===== config.mk =====
export PLATFORM = sky130hd
export DESIGN_NAME = tse_cfg
export DESIGN_NICKNAME = d
export VERILOG_FILES = /design/src/hdl/tse_pkg.sv /design/src/hdl/tse_cfg.sv
export SDC_FILE = /design/constraint.sdc
export NUM_CORES = 1
export LEC_CHECK = 0
export ABC_AREA = 0
export BUFFER_PORTS_ARGS = -buffer_cell sky130_fd_sc_hd__buf_4
export CORE_AREA = 4 4 86 88
export CTS_BUF_LIST = sky130_fd_sc_hd__clkbuf_16
export DETAILED_ROUTE_END_ITERATION = 10
export DIE_AREA = 0 0 90 92
export PLACE_DENSITY_LB_ADDON = 0.12
export SKIP_CTS_REPAIR_TIMING = 1
export SYNTH_ARGS = -nofsm -noshare
export SYNTH_HDL_FRONTEND = slang
export SYNTH_SLANG_ARGS = --single-unit

===== constraint.sdc =====
create_clock -name i_clk -period 1.1 [get_ports i_clk]
set_input_delay 0.11 -clock i_clk [delete_from_list [all_inputs] [get_ports i_clk]]
set_output_delay 0.11 -clock i_clk [all_outputs]
set_load 0.02 [all_outputs]

===== src/hdl/tse_pkg.sv =====
// Shared types, constants and arithmetic helpers for the transient shaper.
package tse_pkg;

    // Sample rate the follower time constants are built for
    localparam longint unsigned SAMPLE_RATE_HZ = 48000;

    localparam longint unsigned Q30_ONE        = 64'd1 << 30;
    localparam int              MAX_MOD_Q8     = 4608;
    localparam int              DB_FLOOR_Q8    = -25600;
    localparam int              DB_PER_LOG2    = 394566;
    localparam int              LOG2_PER_DB    = 174165;
    localparam int              LN2_Q30        = 744261118;
    localparam logic [26:0]     GAIN_UNITY     = 27'd1048576;
    localparam int              EXP_TERMS      = 14;
    localparam int              LOG_STEPS      = 16;

    // Config register indexes
    typedef enum logic [2:0] {
        CFG_ENABLE    = 3'd0,
        CFG_PRE_GAIN  = 3'd1,
        CFG_POST_GAIN = 3'd2,
        CFG_ATTACK    = 3'd3,
        CFG_SUSTAIN   = 3'd4,
        CFG_CHARACTER = 3'd5
    } t_cfg_idx;

    typedef struct packed {
        logic               enable;
        logic [23:0]        pre_gain;
        logic [23:0]        post_gain;
        logic signed [15:0] attack_amount;
        logic signed [15:0] sustain_amount;
        logic [1:0]         character;
    } t_cfg;

    typedef struct packed {
        logic signed [23:0] left_sample;
        logic signed [23:0] right_sample;
    } t_in_item;

    typedef struct packed {
        logic signed [23:0] left_out;
        logic signed [23:0] right_out;
        logic [26:0]        gain_applied;
    } t_out_item;

    // Sequencer states
    typedef enum logic [5:0] {
        S_IDLE, S_PRE_A, S_PRE_B, S_PRE_C, S_PEAK,
        S_ENV_A, S_ENV_B, S_ENV_C,
        S_LOG_A, S_LOG_N, S_LOG_S, S_LOG_W, S_LOG_D, S_LOG_E,
        S_DIFF, S_WT_A, S_WT_B, S_WT_C,
        S_EXP_T, S_EXP_U, S_EXP_V, S_EXP_Y, S_EXP_M, S_EXP_D, S_EXP_W,
        S_GAIN_A, S_GAIN_B, S_OUT_A, S_OUT_B, S_OUT_C, S_FIN
    } t_state;

    // Datapath register updates
    typedef enum logic [4:0] {
        OP_NONE, OP_CAPTURE, OP_BYPASS, OP_P0, OP_P1, OP_PEAK,
        OP_LATCH_C, OP_ACC, OP_ENV, OP_LOG_INIT, OP_DB_FLOOR,
        OP_NORM_SHIFT, OP_M_LOAD, OP_SQ, OP_DB, OP_DIFF, OP_MOD,
        OP_T, OP_Y, OP_EXP_ACC, OP_GAIN, OP_OUT0, OP_OUT1, OP_LOAD_OUT
    } t_op;

    // Multiplier operand pairs
    typedef enum logic [3:0] {
        M_NONE, M_S0_PRE, M_S1_PRE, M_C_ENV, M_CC_PEAK, M_MM, M_L_DB,
        M_ATK, M_SUS, M_MOD_LOG, M_FRAC_LN2, M_MAG_Y, M_GMOD_POST,
        M_P0_GAIN, M_P1_GAIN
    } t_mul;

    typedef struct packed {
        t_op        op;
        t_mul       mul;
        logic [1:0] k;
        logic [3:0] n;
        logic       div_start;
    } t_cmd;

    typedef struct packed {
        logic env_zero;
        logic norm_top;
        logic div_done;
        logic out_free;
    } t_sts;

    // Round half away from zero, then shift right
    function automatic logic signed [65:0] rshr(input logic signed [65:0] v,
                                                input int unsigned sh);
        logic [65:0] mag;
        logic [65:0] half;
        half = 66'd1 << (sh - 1);
        if (v < 0) begin
            mag  = 66'(-v);
            rshr = -$signed((mag + half) >> sh);
        end else begin
            rshr = $signed(($unsigned(v) + half) >> sh);
        end
    endfunction

    function automatic logic signed [23:0] sat24(input logic signed [65:0] v);
        if (v > 66'sd8388607) begin
            sat24 = 24'sh7FFFFF;
        end else if (v < -66'sd8388608) begin
            sat24 = 24'sh800000;
        end else begin
            sat24 = v[23:0];
        end
    endfunction

    // exp(-x) by series, Q30 in, Q0.24 out; build time only
    function automatic logic [23:0] coef_calc(input longint unsigned x);
        longint unsigned xx;
        longint unsigned sum;
        longint unsigned mag;
        longint unsigned c;
        xx  = (x > Q30_ONE) ? Q30_ONE : x;
        sum = Q30_ONE;
        mag = Q30_ONE;
        mag = ((mag * xx) >> 30) / 1;  sum = sum - mag;
        mag = ((mag * xx) >> 30) / 2;  sum = sum + mag;
        mag = ((mag * xx) >> 30) / 3;  sum = sum - mag;
        mag = ((mag * xx) >> 30) / 4;  sum = sum + mag;
        mag = ((mag * xx) >> 30) / 5;  sum = sum - mag;
        mag = ((mag * xx) >> 30) / 6;  sum = sum + mag;
        mag = ((mag * xx) >> 30) / 7;  sum = sum - mag;
        mag = ((mag * xx) >> 30) / 8;  sum = sum + mag;
        mag = ((mag * xx) >> 30) / 9;  sum = sum - mag;
        mag = ((mag * xx) >> 30) / 10; sum = sum + mag;
        mag = ((mag * xx) >> 30) / 11; sum = sum - mag;
        mag = ((mag * xx) >> 30) / 12; sum = sum + mag;
        mag = ((mag * xx) >> 30) / 13; sum = sum - mag;
        mag = ((mag * xx) >> 30) / 14; sum = sum + mag;
        c = (sum + 64'd32) >> 6;
        coef_calc = (c > 64'hFFFFFF) ? 24'hFFFFFF : c[23:0];
    endfunction

    // Time constants in 0.1 ms, six per character:
    // fast attack, slow attack, shared release, shared attack, fast release, slow release
    localparam longint unsigned TENTH_MS [18] = '{
        15, 400, 4000, 30, 1200, 5000,
        5,  250, 2500, 10, 600,  3500,
        2,  150, 1500, 5,  300,  2000
    };

    localparam longint unsigned DEN [18] = '{
        TENTH_MS[0] * SAMPLE_RATE_HZ,  TENTH_MS[1] * SAMPLE_RATE_HZ,
        TENTH_MS[2] * SAMPLE_RATE_HZ,  TENTH_MS[3] * SAMPLE_RATE_HZ,
        TENTH_MS[4] * SAMPLE_RATE_HZ,  TENTH_MS[5] * SAMPLE_RATE_HZ,
        TENTH_MS[6] * SAMPLE_RATE_HZ,  TENTH_MS[7] * SAMPLE_RATE_HZ,
        TENTH_MS[8] * SAMPLE_RATE_HZ,  TENTH_MS[9] * SAMPLE_RATE_HZ,
        TENTH_MS[10] * SAMPLE_RATE_HZ, TENTH_MS[11] * SAMPLE_RATE_HZ,
        TENTH_MS[12] * SAMPLE_RATE_HZ, TENTH_MS[13] * SAMPLE_RATE_HZ,
        TENTH_MS[14] * SAMPLE_RATE_HZ, TENTH_MS[15] * SAMPLE_RATE_HZ,
        TENTH_MS[16] * SAMPLE_RATE_HZ, TENTH_MS[17] * SAMPLE_RATE_HZ
    };

    localparam longint unsigned XNUM = 64'd10000 << 30;

    localparam longint unsigned COEF_X [18] = '{
        (XNUM + DEN[0] / 2) / DEN[0],   (XNUM + DEN[1] / 2) / DEN[1],
        (XNUM + DEN[2] / 2) / DEN[2],   (XNUM + DEN[3] / 2) / DEN[3],
        (XNUM + DEN[4] / 2) / DEN[4],   (XNUM + DEN[5] / 2) / DEN[5],
        (XNUM + DEN[6] / 2) / DEN[6],   (XNUM + DEN[7] / 2) / DEN[7],
        (XNUM + DEN[8] / 2) / DEN[8],   (XNUM + DEN[9] / 2) / DEN[9],
        (XNUM + DEN[10] / 2) / DEN[10], (XNUM + DEN[11] / 2) / DEN[11],
        (XNUM + DEN[12] / 2) / DEN[12], (XNUM + DEN[13] / 2) / DEN[13],
        (XNUM + DEN[14] / 2) / DEN[14], (XNUM + DEN[15] / 2) / DEN[15],
        (XNUM + DEN[16] / 2) / DEN[16], (XNUM + DEN[17] / 2) / DEN[17]
    };

    localparam logic [23:0] COEF_TAB [18] = '{
        coef_calc(COEF_X[0]),  coef_calc(COEF_X[1]),  coef_calc(COEF_X[2]),
        coef_calc(COEF_X[3]),  coef_calc(COEF_X[4]),  coef_calc(COEF_X[5]),
        coef_calc(COEF_X[6]),  coef_calc(COEF_X[7]),  coef_calc(COEF_X[8]),
        coef_calc(COEF_X[9]),  coef_calc(COEF_X[10]), coef_calc(COEF_X[11]),
        coef_calc(COEF_X[12]), coef_calc(COEF_X[13]), coef_calc(COEF_X[14]),
        coef_calc(COEF_X[15]), coef_calc(COEF_X[16]), coef_calc(COEF_X[17])
    };

endpackage


===== src/hdl/tse_cfg.sv =====
// Configuration register file of the transient shaper.
module tse_cfg (
    input  logic               i_clk,
    input  logic               i_rst_n,
    input  logic               i_cfg_valid,
    input  logic [2:0]         i_cfg_index,
    input  logic [23:0]        i_cfg_data,
    output tse_pkg::t_cfg      o_cfg
);
    import tse_pkg::*;

    t_cfg r_cfg;

    // Register writes; unknown indexes are dropped
    always_ff @(posedge i_clk) begin
        if (!i_rst_n) begin
            r_cfg.enable         <= 1'b0;
            r_cfg.pre_gain       <= 24'd1048576;
            r_cfg.post_gain      <= 24'd1048576;
            r_cfg.attack_amount  <= 16'sd0;
            r_cfg.sustain_amount <= 16'sd0;
            r_cfg.character      <= 2'd1;
        end else if (i_cfg_valid) begin
            case (i_cfg_index)
                CFG_ENABLE:    r_cfg.enable         <= i_cfg_data[0];
                CFG_PRE_GAIN:  r_cfg.pre_gain       <= i_cfg_data;
                CFG_POST_GAIN: r_cfg.post_gain      <= i_cfg_data;
                CFG_ATTACK:    r_cfg.attack_amount  <= i_cfg_data[15:0];
                CFG_SUSTAIN:   r_cfg.sustain_amount <= i_cfg_data[15:0];
                CFG_CHARACTER: r_cfg.character      <= i_cfg_data[1:0];
                default: ;
            endcase
        end
    end

    assign o_cfg = r_cfg;

endmodule


# == Yosys cells after proc, flatten, opt, wreduce, memory -nomap -nowiden ==
# Cells that the tools add are included.
# totals
regBits,83
# classes
n_reduce_logical,7
eq_ne,5
# ops
operator,count
$reduce_and 2->1,6
$eq 3x2->1 const B,2
$eq 3x3->1 const B,2
$eq 3x1->1 const B,1
$logic_not 3->1,1

# == Longest topological paths before layout ==
# logic_depth
depth_word,2
mapped_depth,5
ltp_nobuf,2

# == Least setup slack after synthesis ==
# No wires, ideal clock.
# synth_path
path_kind,input to register
start,input port i_cfg_index[2]
end,"register r_cfg, in the netlist o_cfg[37]"
path_buffers,2
required_ns,1.028
setup_slack_ns,0.228
cell_stages,4
t_arrival_ns,0.801
path_cell_list,and4bb_1 -> buf_6 -> buf_12 -> mux2i_1
# synth_via
elab_chain_len,2
# synth_rtl
element,line,rtl
start: declaration,tse_cfg.sv:6,"input logic [2:0] i_cfg_index,"
$eq 3x2->1,tse_cfg.sv:24,case (i_cfg_index)
$reduce_and 2->1 (no line),--,
end: declaration,tse_cfg.sv:12,t_cfg r_cfg;
# No other way between the ends.
# A chain may end at the register's enable or synchronous reset.

# == Worst setup path after layout ==
# layout_path
start,"register r_cfg, in the netlist o_cfg[79]"
end,output port o_cfg[79] (netlist name)
# layout_lines
element,line,rtl
end: declaration,tse_cfg.sv:8,output tse_pkg::t_cfg o_cfg
# No word-level cell between the ends.

==> impl_results.md <==
* Worst-margin pin slew at 0.388 ns
* Non-filler cells, final at 502
* Top cells by area, synth: dfxtp_1 53%, mux2i_1 26%, nand2_1 12%
* Clk_lat worst skew at 0.32 ns
* MaxCap Viol Count at 0
* Drt pass-1 iters at 4
* CP bufs+invs at 1
* GPL Wtd Cong at 0.768
* Synth warn at 0
* # IOs at 113
* H-tree levels at 3
* Total number of vias at 2,419
* Layout cells sized above 1 at 0.336
* Fin crit share at 0.853
* Clock Pin Slew Worst Setup and Hold Paths at 0.06 ns
* Startpoint Class: flip-flop
* Vias in the first global route at 2,421
* Crit Path Max Fanout at 2
* Initial core utilization at 0.473
* Global route hottest layer: met2
* Worst stage delay on the critical path at 0.35 ns
* Antenna diode count at 0
* Post-Syn Nets at 332
* Unrepaired setup endpoints after global routing: false
* Average size of a mapped cell at 10.4 um^2
* Post-Route Setup TNS at 0 ns
* Synth-to-Final Area Change at 40.0%
* Distinct cells, synth at 15
* First-pass GRT wire length at 11,900 um
* Synthesized area at 3150 um^2
* Peak Freq at 1070 MHz
* Final setup violation count at 0
* Final worst path period need at 0.939 ns
* Outcome: finished, final reports clean
* Slowest-stage cell, CP: dfxtp_1
* Worst EP arrival at 0.83 ns
* Clock buffer depth at 2
* Largest register FFs at 83
* Met1 usage at 0.219
* Hold Vio Cnt, Final at 0
* Clock sinks at 83
* Vias per inst at 4.82
* Placed cell count at 487
* Port bufs at 112
* Yosys reg bits at 83
* Slew headroom at 0.738
* Max Slew Vio Count at 0
* Root buffer cell: clkbuf_16
* Antenna Nets Post-Route at 0
* Initial antenna violation count at 0
* Die height at 92 um
* GRT met2 Usage at 0.289
* Synthesized instance count at 302
* Site Rows at 30
* Worst hold path type: primary input to flip-flop
* CTS tree: done
* WP data required at 0.99 ns
* Wire length per cell at 14.7 um
* Core Region at 6640 um^2
* GRT overflow at 0
* Die width at 90 um
* Full die area at 8280 um^2
* Max rail drop VDD at 0.000822 V
* Total Wirelength at 7360 um
* Largest area contributor in the netlist: dfxtp_1
* Delay-heaviest family, CP: flip-flops
* Nets at 448
* Crit path capture type: output pin
* Register area share after synthesis at 0.528
* Top-area cell type share of the netlist area at 0.528
* Cell Chain, Critical Path: buf_4
* Routing usage on met3 at 0.0640
* Worst Skew at 0 ns
* DR iter-0 viols at 97
* Num CTS Buffers at 9
* Setup CP Type: flip-flop to output pin
* Tot GR Track Use at 0.177
* Largest net degree at the start of global routing at 31
* LEAKAGE at 2.14 nW
* Number of remaining DRC errors at 0
* PwrDens at 1490 nW/um^2
* DPL Wire Length at 5270 um
## report_power, final
group	switching (mW)	internal, mW
registers	0.0362	3.07
logic	0.305	0.275
clock network	1.16	1.73
total	1.50	5.08
## metal layers
layer | vias to the layer above | share of wire
li1 | 1230 | -
met1 | 1112 | 0.45
met2 | 69 | 0.47
met3 | 8 | 0.066
met4 | 0 | 0.011
met5 | - | 0
## cells in the mapped netlist
cell type    n
nand2_1    103
dfxtp_1     83
mux2i_1     83
buf_2        6
clkbuf_1     6
nor2b_1      5
buf_6        4
buf_4        3
buf_12       2
nand4bb_1    2
and4b_1      1
and4bb_1     1
and4bb_2     1
nand4b_1     1
nor4b_1      1
## final cells by class
type	instances	area [um^2]
timing repair buffer	126	1030
fill	570	2240
tap	80	100
clock buffer	9	225
multi-input combinational	198	1320
sequential	83	1660
clock inverter	6	58.8
## logic make-up after synthesis
| group | Yosys count | share of synthesized area |
|---|---|---|
| flops | 83 | 0.528 |
| buf+inv | 21 | 0.0509 |
| mux | 83 | 0.264 |
| simple gates | 115 | 0.157 |
## stage by stage
stage                     area (um^2)  hold slack, ns  setup WS [ns]  power [mW]  utilization
after global routing             4400          0.0659          0.118        6.79        0.663
after CTS                        4400          0.0547          0.146        6.62        0.663
final                            4400          0.0574          0.161        6.58        0.663
after floorplan                  3150           0.272          0.228        3.48            -
after detailed placement         4120           0.382        0.00360        3.76        0.620
after global placement           4120           0.378         0.0483        3.75        0.620
## final timing paths
path | start | end | slack [ns] | cells after the start
setup / recovery | o_cfg[79]$_SDFFE_PN0P_ | o_cfg[79] | 0.16 | 1
hold / removal | i_cfg_data[20] | o_cfg[78]$_SDFFE_PN1P_ | 0.06 | 3
setup reg to reg | o_cfg[13]$_SDFFE_PN0P_ | o_cfg[13]$_SDFFE_PN0P_ | 0.49 | 2
hold reg to reg | o_cfg[61]$_SDFFE_PN0P_ | o_cfg[61]$_SDFFE_PN0P_ | 0.46 | 2
## placed cells by master, fill, tap and decap left out
cell / instances
buf_4: 119
nand2_1: 103
mux2i_1: 83
dfxtp_1: 83
clkbuf_16: 9
buf_12: 7
nor2b_1: 5
and4bb_2: 2
nand4bb_1: 2
clkinvlp_4: 2
clkinv_2: 2
nand4b_1: 1
and4b_1: 1
nor4b_1: 1
inv_1: 1
bufinv_16: 1
(Power assumes the default switching activity.)
