==> config.mk <==
export PLATFORM = sky130hd
export DESIGN_NAME = tse_ctrl
export DESIGN_NICKNAME = d
export VERILOG_FILES = /design/src/hdl/tse_pkg.sv /design/src/hdl/tse_ctrl.sv
export SDC_FILE = /design/constraint.sdc
export NUM_CORES = 1
export LEC_CHECK = 0
export BUFFER_PORTS_ARGS = -buffer_cell sky130_fd_sc_hd__buf_4
export CORE_AREA = 2 2 58 60
export DETAILED_ROUTE_END_ITERATION = 16
export DIE_AREA = 0 0 60 62
export GPL_TIMING_DRIVEN = 1
export PLACE_DENSITY = 0.86
export SYNTH_ARGS = -nofsm -noshare
export SYNTH_HDL_FRONTEND = slang
export SYNTH_SLANG_ARGS = --single-unit
==> constraint.sdc <==
create_clock -name i_clk -period 2 [get_ports i_clk]
set_clock_uncertainty 0.05 [all_clocks]
set_input_delay 0.4 -clock i_clk [delete_from_list [all_inputs] [get_ports i_clk]]
set_output_delay 0.4 -clock i_clk [all_outputs]
set_load 0.01 [all_outputs]
==> src/hdl/tse_pkg.sv <==
// Shared types, constants and arithmetic helpers for the transient shaper.
package tse_pkg;

    // Sample rate the follower time constants are built for
    localparam longint unsigned SAMPLE_RATE_HZ = 48000;

    localparam longint unsigned Q30_ONE        = 64'd1 << 30;
    localparam int              MAX_MOD_Q8     = 4608;
    localparam int              DB_FLOOR_Q8    = -25600;
    localparam int              DB_PER_LOG2    = 394566;
    localparam int              LOG2_PER_DB    = 174165;
    localparam int              LN2_Q30        = 744261118;
    localparam logic [26:0]     GAIN_UNITY     = 27'd1048576;
    localparam int              EXP_TERMS      = 14;
    localparam int              LOG_STEPS      = 16;

    // Config register indexes
    typedef enum logic [2:0] {
        CFG_ENABLE    = 3'd0,
        CFG_PRE_GAIN  = 3'd1,
        CFG_POST_GAIN = 3'd2,
        CFG_ATTACK    = 3'd3,
        CFG_SUSTAIN   = 3'd4,
        CFG_CHARACTER = 3'd5
    } t_cfg_idx;

    typedef struct packed {
        logic               enable;
        logic [23:0]        pre_gain;
        logic [23:0]        post_gain;
        logic signed [15:0] attack_amount;
        logic signed [15:0] sustain_amount;
        logic [1:0]         character;
    } t_cfg;

    typedef struct packed {
        logic signed [23:0] left_sample;
        logic signed [23:0] right_sample;
    } t_in_item;

    typedef struct packed {
        logic signed [23:0] left_out;
        logic signed [23:0] right_out;
        logic [26:0]        gain_applied;
    } t_out_item;

    // Sequencer states
    typedef enum logic [5:0] {
        S_IDLE, S_PRE_A, S_PRE_B, S_PRE_C, S_PEAK,
        S_ENV_A, S_ENV_B, S_ENV_C,
        S_LOG_A, S_LOG_N, S_LOG_S, S_LOG_W, S_LOG_D, S_LOG_E,
        S_DIFF, S_WT_A, S_WT_B, S_WT_C,
        S_EXP_T, S_EXP_U, S_EXP_V, S_EXP_Y, S_EXP_M, S_EXP_D, S_EXP_W,
        S_GAIN_A, S_GAIN_B, S_OUT_A, S_OUT_B, S_OUT_C, S_FIN
    } t_state;

    // Datapath register updates
    typedef enum logic [4:0] {
        OP_NONE, OP_CAPTURE, OP_BYPASS, OP_P0, OP_P1, OP_PEAK,
        OP_LATCH_C, OP_ACC, OP_ENV, OP_LOG_INIT, OP_DB_FLOOR,
        OP_NORM_SHIFT, OP_M_LOAD, OP_SQ, OP_DB, OP_DIFF, OP_MOD,
        OP_T, OP_Y, OP_EXP_ACC, OP_GAIN, OP_OUT0, OP_OUT1, OP_LOAD_OUT
    } t_op;

    // Multiplier operand pairs
    typedef enum logic [3:0] {
        M_NONE, M_S0_PRE, M_S1_PRE, M_C_ENV, M_CC_PEAK, M_MM, M_L_DB,
        M_ATK, M_SUS, M_MOD_LOG, M_FRAC_LN2, M_MAG_Y, M_GMOD_POST,
        M_P0_GAIN, M_P1_GAIN
    } t_mul;

    typedef struct packed {
        t_op        op;
        t_mul       mul;
        logic [1:0] k;
        logic [3:0] n;
        logic       div_start;
    } t_cmd;

    typedef struct packed {
        logic env_zero;
        logic norm_top;
        logic div_done;
        logic out_free;
    } t_sts;

    // Round half away from zero, then shift right
    function automatic logic signed [65:0] rshr(input logic signed [65:0] v,
                                                input int unsigned sh);
        logic [65:0] mag;
        logic [65:0] half;
        half = 66'd1 << (sh - 1);
        if (v < 0) begin
            mag  = 66'(-v);
            rshr = -$signed((mag + half) >> sh);
        end else begin
            rshr = $signed(($unsigned(v) + half) >> sh);
        end
    endfunction

    function automatic logic signed [23:0] sat24(input logic signed [65:0] v);
        if (v > 66'sd8388607) begin
            sat24 = 24'sh7FFFFF;
        end else if (v < -66'sd8388608) begin
            sat24 = 24'sh800000;
        end else begin
            sat24 = v[23:0];
        end
    endfunction

    // exp(-x) by series, Q30 in, Q0.24 out; build time only
    function automatic logic [23:0] coef_calc(input longint unsigned x);
        longint unsigned xx;
        longint unsigned sum;
        longint unsigned mag;
        longint unsigned c;
        xx  = (x > Q30_ONE) ? Q30_ONE : x;
        sum = Q30_ONE;
        mag = Q30_ONE;
        mag = ((mag * xx) >> 30) / 1;  sum = sum - mag;
        mag = ((mag * xx) >> 30) / 2;  sum = sum + mag;
        mag = ((mag * xx) >> 30) / 3;  sum = sum - mag;
        mag = ((mag * xx) >> 30) / 4;  sum = sum + mag;
        mag = ((mag * xx) >> 30) / 5;  sum = sum - mag;
        mag = ((mag * xx) >> 30) / 6;  sum = sum + mag;
        mag = ((mag * xx) >> 30) / 7;  sum = sum - mag;
        mag = ((mag * xx) >> 30) / 8;  sum = sum + mag;
        mag = ((mag * xx) >> 30) / 9;  sum = sum - mag;
        mag = ((mag * xx) >> 30) / 10; sum = sum + mag;
        mag = ((mag * xx) >> 30) / 11; sum = sum - mag;
        mag = ((mag * xx) >> 30) / 12; sum = sum + mag;
        mag = ((mag * xx) >> 30) / 13; sum = sum - mag;
        mag = ((mag * xx) >> 30) / 14; sum = sum + mag;
        c = (sum + 64'd32) >> 6;
        coef_calc = (c > 64'hFFFFFF) ? 24'hFFFFFF : c[23:0];
    endfunction

    // Time constants in 0.1 ms, six per character:
    // fast attack, slow attack, shared release, shared attack, fast release, slow release
    localparam longint unsigned TENTH_MS [18] = '{
        15, 400, 4000, 30, 1200, 5000,
        5,  250, 2500, 10, 600,  3500,
        2,  150, 1500, 5,  300,  2000
    };

    localparam longint unsigned DEN [18] = '{
        TENTH_MS[0] * SAMPLE_RATE_HZ,  TENTH_MS[1] * SAMPLE_RATE_HZ,
        TENTH_MS[2] * SAMPLE_RATE_HZ,  TENTH_MS[3] * SAMPLE_RATE_HZ,
        TENTH_MS[4] * SAMPLE_RATE_HZ,  TENTH_MS[5] * SAMPLE_RATE_HZ,
        TENTH_MS[6] * SAMPLE_RATE_HZ,  TENTH_MS[7] * SAMPLE_RATE_HZ,
        TENTH_MS[8] * SAMPLE_RATE_HZ,  TENTH_MS[9] * SAMPLE_RATE_HZ,
        TENTH_MS[10] * SAMPLE_RATE_HZ, TENTH_MS[11] * SAMPLE_RATE_HZ,
        TENTH_MS[12] * SAMPLE_RATE_HZ, TENTH_MS[13] * SAMPLE_RATE_HZ,
        TENTH_MS[14] * SAMPLE_RATE_HZ, TENTH_MS[15] * SAMPLE_RATE_HZ,
        TENTH_MS[16] * SAMPLE_RATE_HZ, TENTH_MS[17] * SAMPLE_RATE_HZ
    };

    localparam longint unsigned XNUM = 64'd10000 << 30;

    localparam longint unsigned COEF_X [18] = '{
        (XNUM + DEN[0] / 2) / DEN[0],   (XNUM + DEN[1] / 2) / DEN[1],
        (XNUM + DEN[2] / 2) / DEN[2],   (XNUM + DEN[3] / 2) / DEN[3],
        (XNUM + DEN[4] / 2) / DEN[4],   (XNUM + DEN[5] / 2) / DEN[5],
        (XNUM + DEN[6] / 2) / DEN[6],   (XNUM + DEN[7] / 2) / DEN[7],
        (XNUM + DEN[8] / 2) / DEN[8],   (XNUM + DEN[9] / 2) / DEN[9],
        (XNUM + DEN[10] / 2) / DEN[10], (XNUM + DEN[11] / 2) / DEN[11],
        (XNUM + DEN[12] / 2) / DEN[12], (XNUM + DEN[13] / 2) / DEN[13],
        (XNUM + DEN[14] / 2) / DEN[14], (XNUM + DEN[15] / 2) / DEN[15],
        (XNUM + DEN[16] / 2) / DEN[16], (XNUM + DEN[17] / 2) / DEN[17]
    };

    localparam logic [23:0] COEF_TAB [18] = '{
        coef_calc(COEF_X[0]),  coef_calc(COEF_X[1]),  coef_calc(COEF_X[2]),
        coef_calc(COEF_X[3]),  coef_calc(COEF_X[4]),  coef_calc(COEF_X[5]),
        coef_calc(COEF_X[6]),  coef_calc(COEF_X[7]),  coef_calc(COEF_X[8]),
        coef_calc(COEF_X[9]),  coef_calc(COEF_X[10]), coef_calc(COEF_X[11]),
        coef_calc(COEF_X[12]), coef_calc(COEF_X[13]), coef_calc(COEF_X[14]),
        coef_calc(COEF_X[15]), coef_calc(COEF_X[16]), coef_calc(COEF_X[17])
    };

endpackage

==> src/hdl/tse_ctrl.sv <==
// Sequencer that steps the shared multiplier datapath through one frame.
module tse_ctrl (
    input  logic           i_clk,
    input  logic           i_rst_n,
    input  logic           i_in_valid,
    input  logic           i_enable,
    input  tse_pkg::t_sts  i_sts,
    output logic           o_in_ready,
    output tse_pkg::t_cmd  o_cmd
);
    import tse_pkg::*;

    t_state     r_state, n_state;
    logic [1:0] r_k, n_k;
    logic [3:0] r_i, n_i;
    logic [3:0] r_n, n_n;

    always_ff @(posedge i_clk) begin
        if (!i_rst_n) begin
            r_state <= S_IDLE;
            r_k     <= 2'd0;
            r_i     <= 4'd0;
            r_n     <= 4'd1;
        end else begin
            r_state <= n_state;
            r_k     <= n_k;
            r_i     <= n_i;
            r_n     <= n_n;
        end
    end

    // Next state and loop counters
    always_comb begin
        n_state = r_state;
        n_k     = r_k;
        n_i     = r_i;
        n_n     = r_n;
        case (r_state)
            S_IDLE: begin
                if (i_in_valid) begin
                    n_state = i_enable ? S_PRE_A : S_FIN;
                end
            end
            S_PRE_A: n_state = S_PRE_B;
            S_PRE_B: n_state = S_PRE_C;
            S_PRE_C: n_state = S_PEAK;
            S_PEAK: begin
                n_k     = 2'd0;
                n_state = S_ENV_A;
            end
            S_ENV_A: n_state = S_ENV_B;
            S_ENV_B: n_state = S_ENV_C;
            S_ENV_C: begin
                n_k     = r_k + 2'd1;
                n_state = (r_k == 2'd3) ? S_LOG_A : S_ENV_A;
            end
            S_LOG_A: begin
                if (i_sts.env_zero) begin
                    n_k     = r_k + 2'd1;
                    n_state = (r_k == 2'd3) ? S_DIFF : S_LOG_A;
                end else begin
                    n_state = S_LOG_N;
                end
            end
            S_LOG_N: begin
                if (i_sts.norm_top) begin
                    n_i     = 4'd0;
                    n_state = S_LOG_S;
                end
            end
            S_LOG_S: n_state = S_LOG_W;
            S_LOG_W: begin
                n_i     = r_i + 4'd1;
                n_state = (r_i == 4'(LOG_STEPS - 1)) ? S_LOG_D : S_LOG_S;
            end
            S_LOG_D: n_state = S_LOG_E;
            S_LOG_E: begin
                n_k     = r_k + 2'd1;
                n_state = (r_k == 2'd3) ? S_DIFF : S_LOG_A;
            end
            S_DIFF:  n_state = S_WT_A;
            S_WT_A:  n_state = S_WT_B;
            S_WT_B:  n_state = S_WT_C;
            S_WT_C:  n_state = S_EXP_T;
            S_EXP_T: n_state = S_EXP_U;
            S_EXP_U: n_state = S_EXP_V;
            S_EXP_V: n_state = S_EXP_Y;
            S_EXP_Y: begin
                n_n     = 4'd1;
                n_state = S_EXP_M;
            end
            S_EXP_M: n_state = S_EXP_D;
            S_EXP_D: n_state = S_EXP_W;
            S_EXP_W: begin
                if (i_sts.div_done) begin
                    n_n     = r_n + 4'd1;
                    n_state = (r_n == 4'(EXP_TERMS)) ? S_GAIN_A : S_EXP_M;
                end
            end
            S_GAIN_A: n_state = S_GAIN_B;
            S_GAIN_B: n_state = S_OUT_A;
            S_OUT_A:  n_state = S_OUT_B;
            S_OUT_B:  n_state = S_OUT_C;
            S_OUT_C:  n_state = S_FIN;
            S_FIN: begin
                if (i_sts.out_free) begin
                    n_state = S_IDLE;
                end
            end
            default: n_state = S_IDLE;
        endcase
    end

    // Commands to the datapath
    always_comb begin
        o_in_ready      = 1'b0;
        o_cmd.op        = OP_NONE;
        o_cmd.mul       = M_NONE;
        o_cmd.k         = r_k;
        o_cmd.n         = r_n;
        o_cmd.div_start = 1'b0;
        case (r_state)
            S_IDLE: begin
                o_in_ready = 1'b1;
                if (i_in_valid) begin
                    o_cmd.op = i_enable ? OP_CAPTURE : OP_BYPASS;
                end
            end
            S_PRE_A: o_cmd.mul = M_S0_PRE;
            S_PRE_B: begin
                o_cmd.op  = OP_P0;
                o_cmd.mul = M_S1_PRE;
            end
            S_PRE_C: o_cmd.op = OP_P1;
            S_PEAK:  o_cmd.op = OP_PEAK;
            S_ENV_A: begin
                o_cmd.op  = OP_LATCH_C;
                o_cmd.mul = M_C_ENV;
            end
            S_ENV_B: begin
                o_cmd.op  = OP_ACC;
                o_cmd.mul = M_CC_PEAK;
            end
            S_ENV_C: o_cmd.op = OP_ENV;
            S_LOG_A: o_cmd.op = i_sts.env_zero ? OP_DB_FLOOR : OP_LOG_INIT;
            S_LOG_N: o_cmd.op = i_sts.norm_top ? OP_M_LOAD : OP_NORM_SHIFT;
            S_LOG_S: o_cmd.mul = M_MM;
            S_LOG_W: o_cmd.op = OP_SQ;
            S_LOG_D: o_cmd.mul = M_L_DB;
            S_LOG_E: o_cmd.op = OP_DB;
            S_DIFF:  o_cmd.op = OP_DIFF;
            S_WT_A:  o_cmd.mul = M_ATK;
            S_WT_B: begin
                o_cmd.op  = OP_ACC;
                o_cmd.mul = M_SUS;
            end
            S_WT_C:  o_cmd.op = OP_MOD;
            S_EXP_T: o_cmd.mul = M_MOD_LOG;
            S_EXP_U: o_cmd.op = OP_T;
            S_EXP_V: o_cmd.mul = M_FRAC_LN2;
            S_EXP_Y: o_cmd.op = OP_Y;
            S_EXP_M: o_cmd.mul = M_MAG_Y;
            S_EXP_D: o_cmd.div_start = 1'b1;
            S_EXP_W: o_cmd.op = i_sts.div_done ? OP_EXP_ACC : OP_NONE;
            S_GAIN_A: o_cmd.mul = M_GMOD_POST;
            S_GAIN_B: o_cmd.op = OP_GAIN;
            S_OUT_A:  o_cmd.mul = M_P0_GAIN;
            S_OUT_B: begin
                o_cmd.op  = OP_OUT0;
                o_cmd.mul = M_P1_GAIN;
            end
            S_OUT_C: o_cmd.op = OP_OUT1;
            S_FIN:   o_cmd.op = i_sts.out_free ? OP_LOAD_OUT : OP_NONE;
            default: ;
        endcase
    end

`ifndef SYNTH
    // A bypassed frame goes straight to the output stage
    a_bypass_fin: assert property (@(posedge i_clk) disable iff (!i_rst_n)
        (r_state == S_IDLE && i_in_valid && !i_enable) |=> r_state == S_FIN)
        else $error("bypass frame did not reach output stage");
    // The exponential loop only leaves after the divider finished
    a_exp_wait: assert property (@(posedge i_clk) disable iff (!i_rst_n)
        (r_state == S_EXP_W && !i_sts.div_done) |=> r_state == S_EXP_W)
        else $error("series step left before divide finished");
    // The squaring loop runs its full length
    a_log_len: assert property (@(posedge i_clk) disable iff (!i_rst_n)
        (r_state == S_LOG_D) |-> $past(r_i) == 4'(LOG_STEPS - 1))
        else $error("log2 loop ran short");
`endif

endmodule

# Word level (Yosys, flattened, before mapping)
# Index checks and enable logic that the tools add are counted.
[word_totals]
wordCells = 82
input_bits = 8
ff_bits = 16
output_inout_bits = 17
[op_classes]
n_eq_ne = 38
muxes = 27
reduce_logical = 10
n_addsub = 3
[ops]
columns = ["op", "count"]
rows = [
  ["one-hot mux 6 bit (31 select lines)", 1],
  ["one-hot mux 5 bit (20 select lines)", 1],
  ["== test 6 x 5 -> 1 bit (second input constant)", 15],
  ["one-hot mux 4 bit (14 select lines)", 1],
  ["== test 6 x 4 -> 1 bit (second input constant)", 8],
  ["== test 6 x 3 -> 1 bit (second input constant)", 4],
  ["two-way mux 6 bit", 4],
  ["two-way mux 4 bit", 4],
  ["one-hot mux 4 bit (2 select lines)", 2],
  ["two-way mux 5 bit", 3],
  ["== test 6 x 2 -> 1 bit (second input constant)", 2],
  ["two-way mux 3 bit", 4],
  ["inequality test 2 bit (second input constant)", 5],
  ["adder 4 x 1 -> 4 bit (second input constant)", 2],
  ["== test 4 bit (second input constant)", 2],
  ["two-way mux 2 bit", 4],
  ["== test 6 x 1 -> 1 bit (second input constant)", 1],
  ["zero test 6 bit", 1],
  ["one-hot mux 2 bit (3 select lines)", 1],
  ["AND reduction 2 bit", 3],
  ["AND reduction 4 bit", 1],
  ["nonzero test 2 bit", 2],
  ["OR reduction 2 bit", 2],
  ["nonzero test 3 bit", 1],
  ["3 further kinds", 4],
]

# Logic depth before layout (Yosys ltp)
[depth]
ltp_word = 4
mapped_depth = 8
depth_no_buf = 7

# Least setup slack after synthesis
# Ideal clock, no wire load.
[synth_path]
path_type = "register to output"
from = "register r_state[0]"
to = "output port o_cmd[12] (netlist name)"
arrival_ps = 1394
path_stages_with_launch = 8
path_slack_ps = 156
cell_sequence = "dfxtp_1 buf_2 or2_1 buf_2 nor3_4 nand2_1 o32a_1 o211ai_1"
[synth_rtl]
columns = ["item", "line_no", "source"]
rows = [
  ["start: declaration", "tse_ctrl.sv:13", "t_state r_state, n_state;"],
  ["start signal: assignment", "tse_ctrl.sv:25", "r_state <= n_state;"],
  ["end: declaration", "tse_ctrl.sv:9", "output tse_pkg::t_cmd o_cmd"],
]

==> reports/metrics.sh <==
RUN_STATUS='finished, violations left'
FAILED_CHECKS='negative setup slack'
RSZ0062_AT_GRT='true'
WORST_SETUP_PATH_END_KIND='primary output'
CTS-ROOT-BUF='clkbuf_4'
POST_CTS_HOLD_BUFFER_COUNT=0
CP_CELL_SEQUENCE='buf_12 > nand2b_4 > or3_4 > o311a_1 > o211ai_1 > buf_4'
INITIAL_ANTENNA_VIOLATION_COUNT=0
SLEW-LIMIT-HEADROOM_PCT=66.5
DESIGN.FINAL.NETS=310
SLOWEST_STAGE='dfxtp_4'
SWITCHING_POWER_mW=1.38
TIMING.CRITICAL_PATH.FROM_TYPE='register'
QUANTITY_OF_I_O_BUFFERS_INSERTED_ON_PORTS=24
OVERFLOW=0
FLOORPLAN.DIE_AREA_MM2=0.00372
TIMING.CRITICAL_PATH.ARRIVAL_NS=1.70
CRITICAL-PATH-MAX-STAGE-DELAY_NS=0.38
DIE_WIDTH_UM=60
SYNTH_AREA_LEADER_CELL='dfxtp_1'
CLKLATENCYLATEPIN_NS=0.28
DRT-INITIAL-DRC-COUNT=388
CRIT_FANOUT=7
YS_TOP_CELLS_BY_AREA='dfxtp_1, nor2_1, a21oi_1'
SYNTHFLOPTYPE='dfxtp_1'
CRITICAL_PATH_CLASS='register to primary output'
DETAIL_ROUTE.FIRST_PASS.ITERATIONS=5
INTPOWER_mW=1.59
POST_SYNTH_INSTANCE_AREA_MM2=0.00173
POST_SYNTH_NUM_CELL_TYPES=69
AREA_OF_THE_CORE_MM2=0.00318
HTREE_NUM_LEVELS=1
SYN_AREA_PER_CELL_UM2=7.20
NFILLCELLS=224
POST-SYNTH-TOP-AREA-FRACTION_PCT=17.3
INITIAL_CORE_UTIL_PCT=54.5
SYNTH.NET_COUNT=253
GRT_START_MAX_NET_PINS=20
MAXCLOCKFREQUENCY_MHz=464
CTS_NUM_SINKS=15
ROUTED_VIA_DENSITY=6.49
DR.MAX_LAYER_USED='met4'
NUMBER_OF_ENABLE_FLIP_FLOP_CELLS_AFTER_SYNTHESIS=0
HOLD_CLASS='primary input to register'
DIE_Y_UM=62
ANTENNA_CELLS=0
SYNTH_WARNINGS=0
COUNT_OF_NETS_LEFT_WITH_ANTENNA_VIOLATIONS_AFTER_DETAIL_ROUTING=0
NUMBER_OF_BUFFERS_ADDED_BY_THE_CLOCK_TREE_SYNTHESIS_STEP=3
YS_SEQ_AREA_SHARE_PCT=17.3
POSTSYNTHREGISTERBITS=15
SWITCHING_FRACTION_PCT=46.5
SEQ_POWER_SHARE_PCT=15.1
PLACED_CELL_AREA_MM2=0.00207
CLK_TRANSITION_REPORTED_PATHS_NS=0.08
AVERAGE_ROUTED_WIRE_PER_STANDARD_CELL_UM=18.6
TIGHTEST_SLEW_NS=0.498
FINAL.SETUP.WORST_SLACK_NS=-0.153
CLOCKPOWERSHARE_PCT=5.7
HOLD_WS_NS=0.301
SETUP_VIOL=7
LIBRARY_CELL_WITH_THE_HIGHEST_INSTANCE_COUNT_AFTER_SYNTHESIS='nor2_1'
PLACE.GP.CONGESTION=1.08
WL_MET3_UM=695
SETUP_TOTAL_NEGATIVE_SLACK_NS=-0.713
LEAKAGE_nW=0.967
TOTAL_ROUTING_USAGE_REPORTED_BY_GLOBAL_ROUTING_PCT=34.8
MET2WIRELENGTH_UM=2930
AREAGROWTHSYNTHTOFINISH_PCT=38.7
POWER.DENSITY_mW_PER_MM2=1230
ROUTED-VIA-COUNT=2225
HOLD_VIOL_FINAL=0
CTS_BUFFER_DEPTH=2
DRV.MAX_CAP_VIOLATION_COUNT=0
DETAIL_ROUTE.WIRELENGTH.MET1_UM=2220
PLACE.DETAILED.HPWL_UM=4090
GRT_PASS1_VIAS=2049
FINALCRITICALPERIOD_NS=2.15
NUM_ROWS=21
DRT-TOTAL-WL_UM=6360
IR_WORST_VDD_uV=643
FINAL_MIN_PERIOD_OVER_CLOCK_PERIOD_PCT=108
POST_SYNTH_MOST_FREQUENT_CELLS='nor2_1, nand2_1, a21oi_1'
COMBINATIONAL_POWER_SHARE_PCT=79.2
POSTSYNTHCELLCOUNT=241
PIN_COUNT=25
FINISH.INSTANCE_AREA_MM2=0.00241
ASYNC_RESET_FF_SHARE_PCT=0
DRIVE_ABOVE_1_SHARE_PCT=40.1
FINALMAXSLEWVIOLATIONS=0
DRC_ERRORS=0
TRITONCTS='done'
FIRST_PASS_GRT_WIRE_LENGTH_UM=9520
CRITICAL_PATH_REQUIRED_NS=1.55
[critical path, delay by kind of cell (launching register included)]
family          cells  cell delay (ns)
buf+inv             2             0.27
simple gates        2             0.51
flops               1             0.38
compound gates      2             0.26
[registers in the layout, indices dropped and copies added (netlist names)]
signal,count
r_state,5
r_n,4
r_k,2
r_i,4
[through the flow]
step                worst slack, ns  instances  power, mW  utilization [%]
floorplan                     0.156        241       1.63                -
global placement             0.0430        320       2.21             65.2
detailed placement         0.000727        320       2.24             65.2
CTS                          -0.132        339       2.71             72.5
global route                 -0.250        343       3.13             75.7
finish                       -0.153        343       2.97             75.7
[timing repair]
item,CTS,global route
gates cloned,1,0
buffers inserted,14,6
resized for setup,22,17
setup endpoints to repair,10,14
hold endpoints to repair,0,0
pin swaps,8,6
[placed cells by master, fill, tap and decap left out, types with 2 or more instances in the layout]
master and count:
clkbuf_4 3, o21ai_0 13, nand2_2 2, o21ai_1 2, buf_12 3, buf_6 5, nand3_1 15, o211ai_1 3
nand2b_1 4, a311oi_1 3, o22ai_1 4, nand2b_4 2, inv_1 9, mux2i_1 2, ha_1 4, a211oi_2 2
dfxtp_1 10, nor2_1 25, dfxtp_4 4, a21oi_1 17, xnor2_1 3, nand2_1 24, a22oi_1 2, a31oi_1 6
xor2_2 2, nor2b_1 3, a21oi_2 5, nor3_2 2, a2111oi_2 2, and2_1 2, buf_4 63, o21a_1 2
nor2_4 2, nor3_1 4, or2_4 2
[cell type report]
type	instances	area, um2	area share [%]
Multi-Input combinational cell	197	1350	56.1
Inverter	9	33.8	1.40
Clock buffer	4	26.3	1.09
Timing Repair Buffer	72	622	25.8
Tap cell	46	57.6	2.39
Sequential cell	15	317	13.2
[power groups by stage]
stage / Clock, mW / Sequential [mW] / Combinational, mW
after global routing: 0.193 / 0.454 / 2.48
after detailed placement: 0 / 0.422 / 1.82
after floorplan: 0 / 0.379 / 1.26
final: 0.170 / 0.449 / 2.35
after global placement: 0 / 0.421 / 1.79
after CTS: 0.177 / 0.437 / 2.10
[cell families after synthesis]
| family | after synthesis | synth area share (%) |
|---|---|---|
| and+or+nand+nor | 104 | 31.5 |
| AOI/OAI and AO/OA | 80 | 32.8 |
| buffers and inverters | 29 | 10.2 |
| DFF | 15 | 17.3 |
| xor gates and xnor gates | 6 | 3.46 |
| adders and majority gates | 4 | 2.89 |
| muxes | 3 | 1.80 |
[routing by layer]
metal,track usage [%],vias up
met5,0,-
met4,24.8,0
met3,5.59,53
met2,55.9,177
met1,42.6,1003
li1,-,992
[final timing paths]
kind / start / endpoint / slack (ns) / cells after the start
worst min register to register: r_i[1] / r_i[1] / 0.48 / 2
worst max-delay path: r_state[1] / o_cmd[12] / -0.15 / 6
worst min-delay path: i_rst_n / r_n[0] / 0.30 / 2
worst max register to register: r_state[3] / r_state[2] / 0.02 / 8
Note: power is estimated with default switching activity, not from simulation.
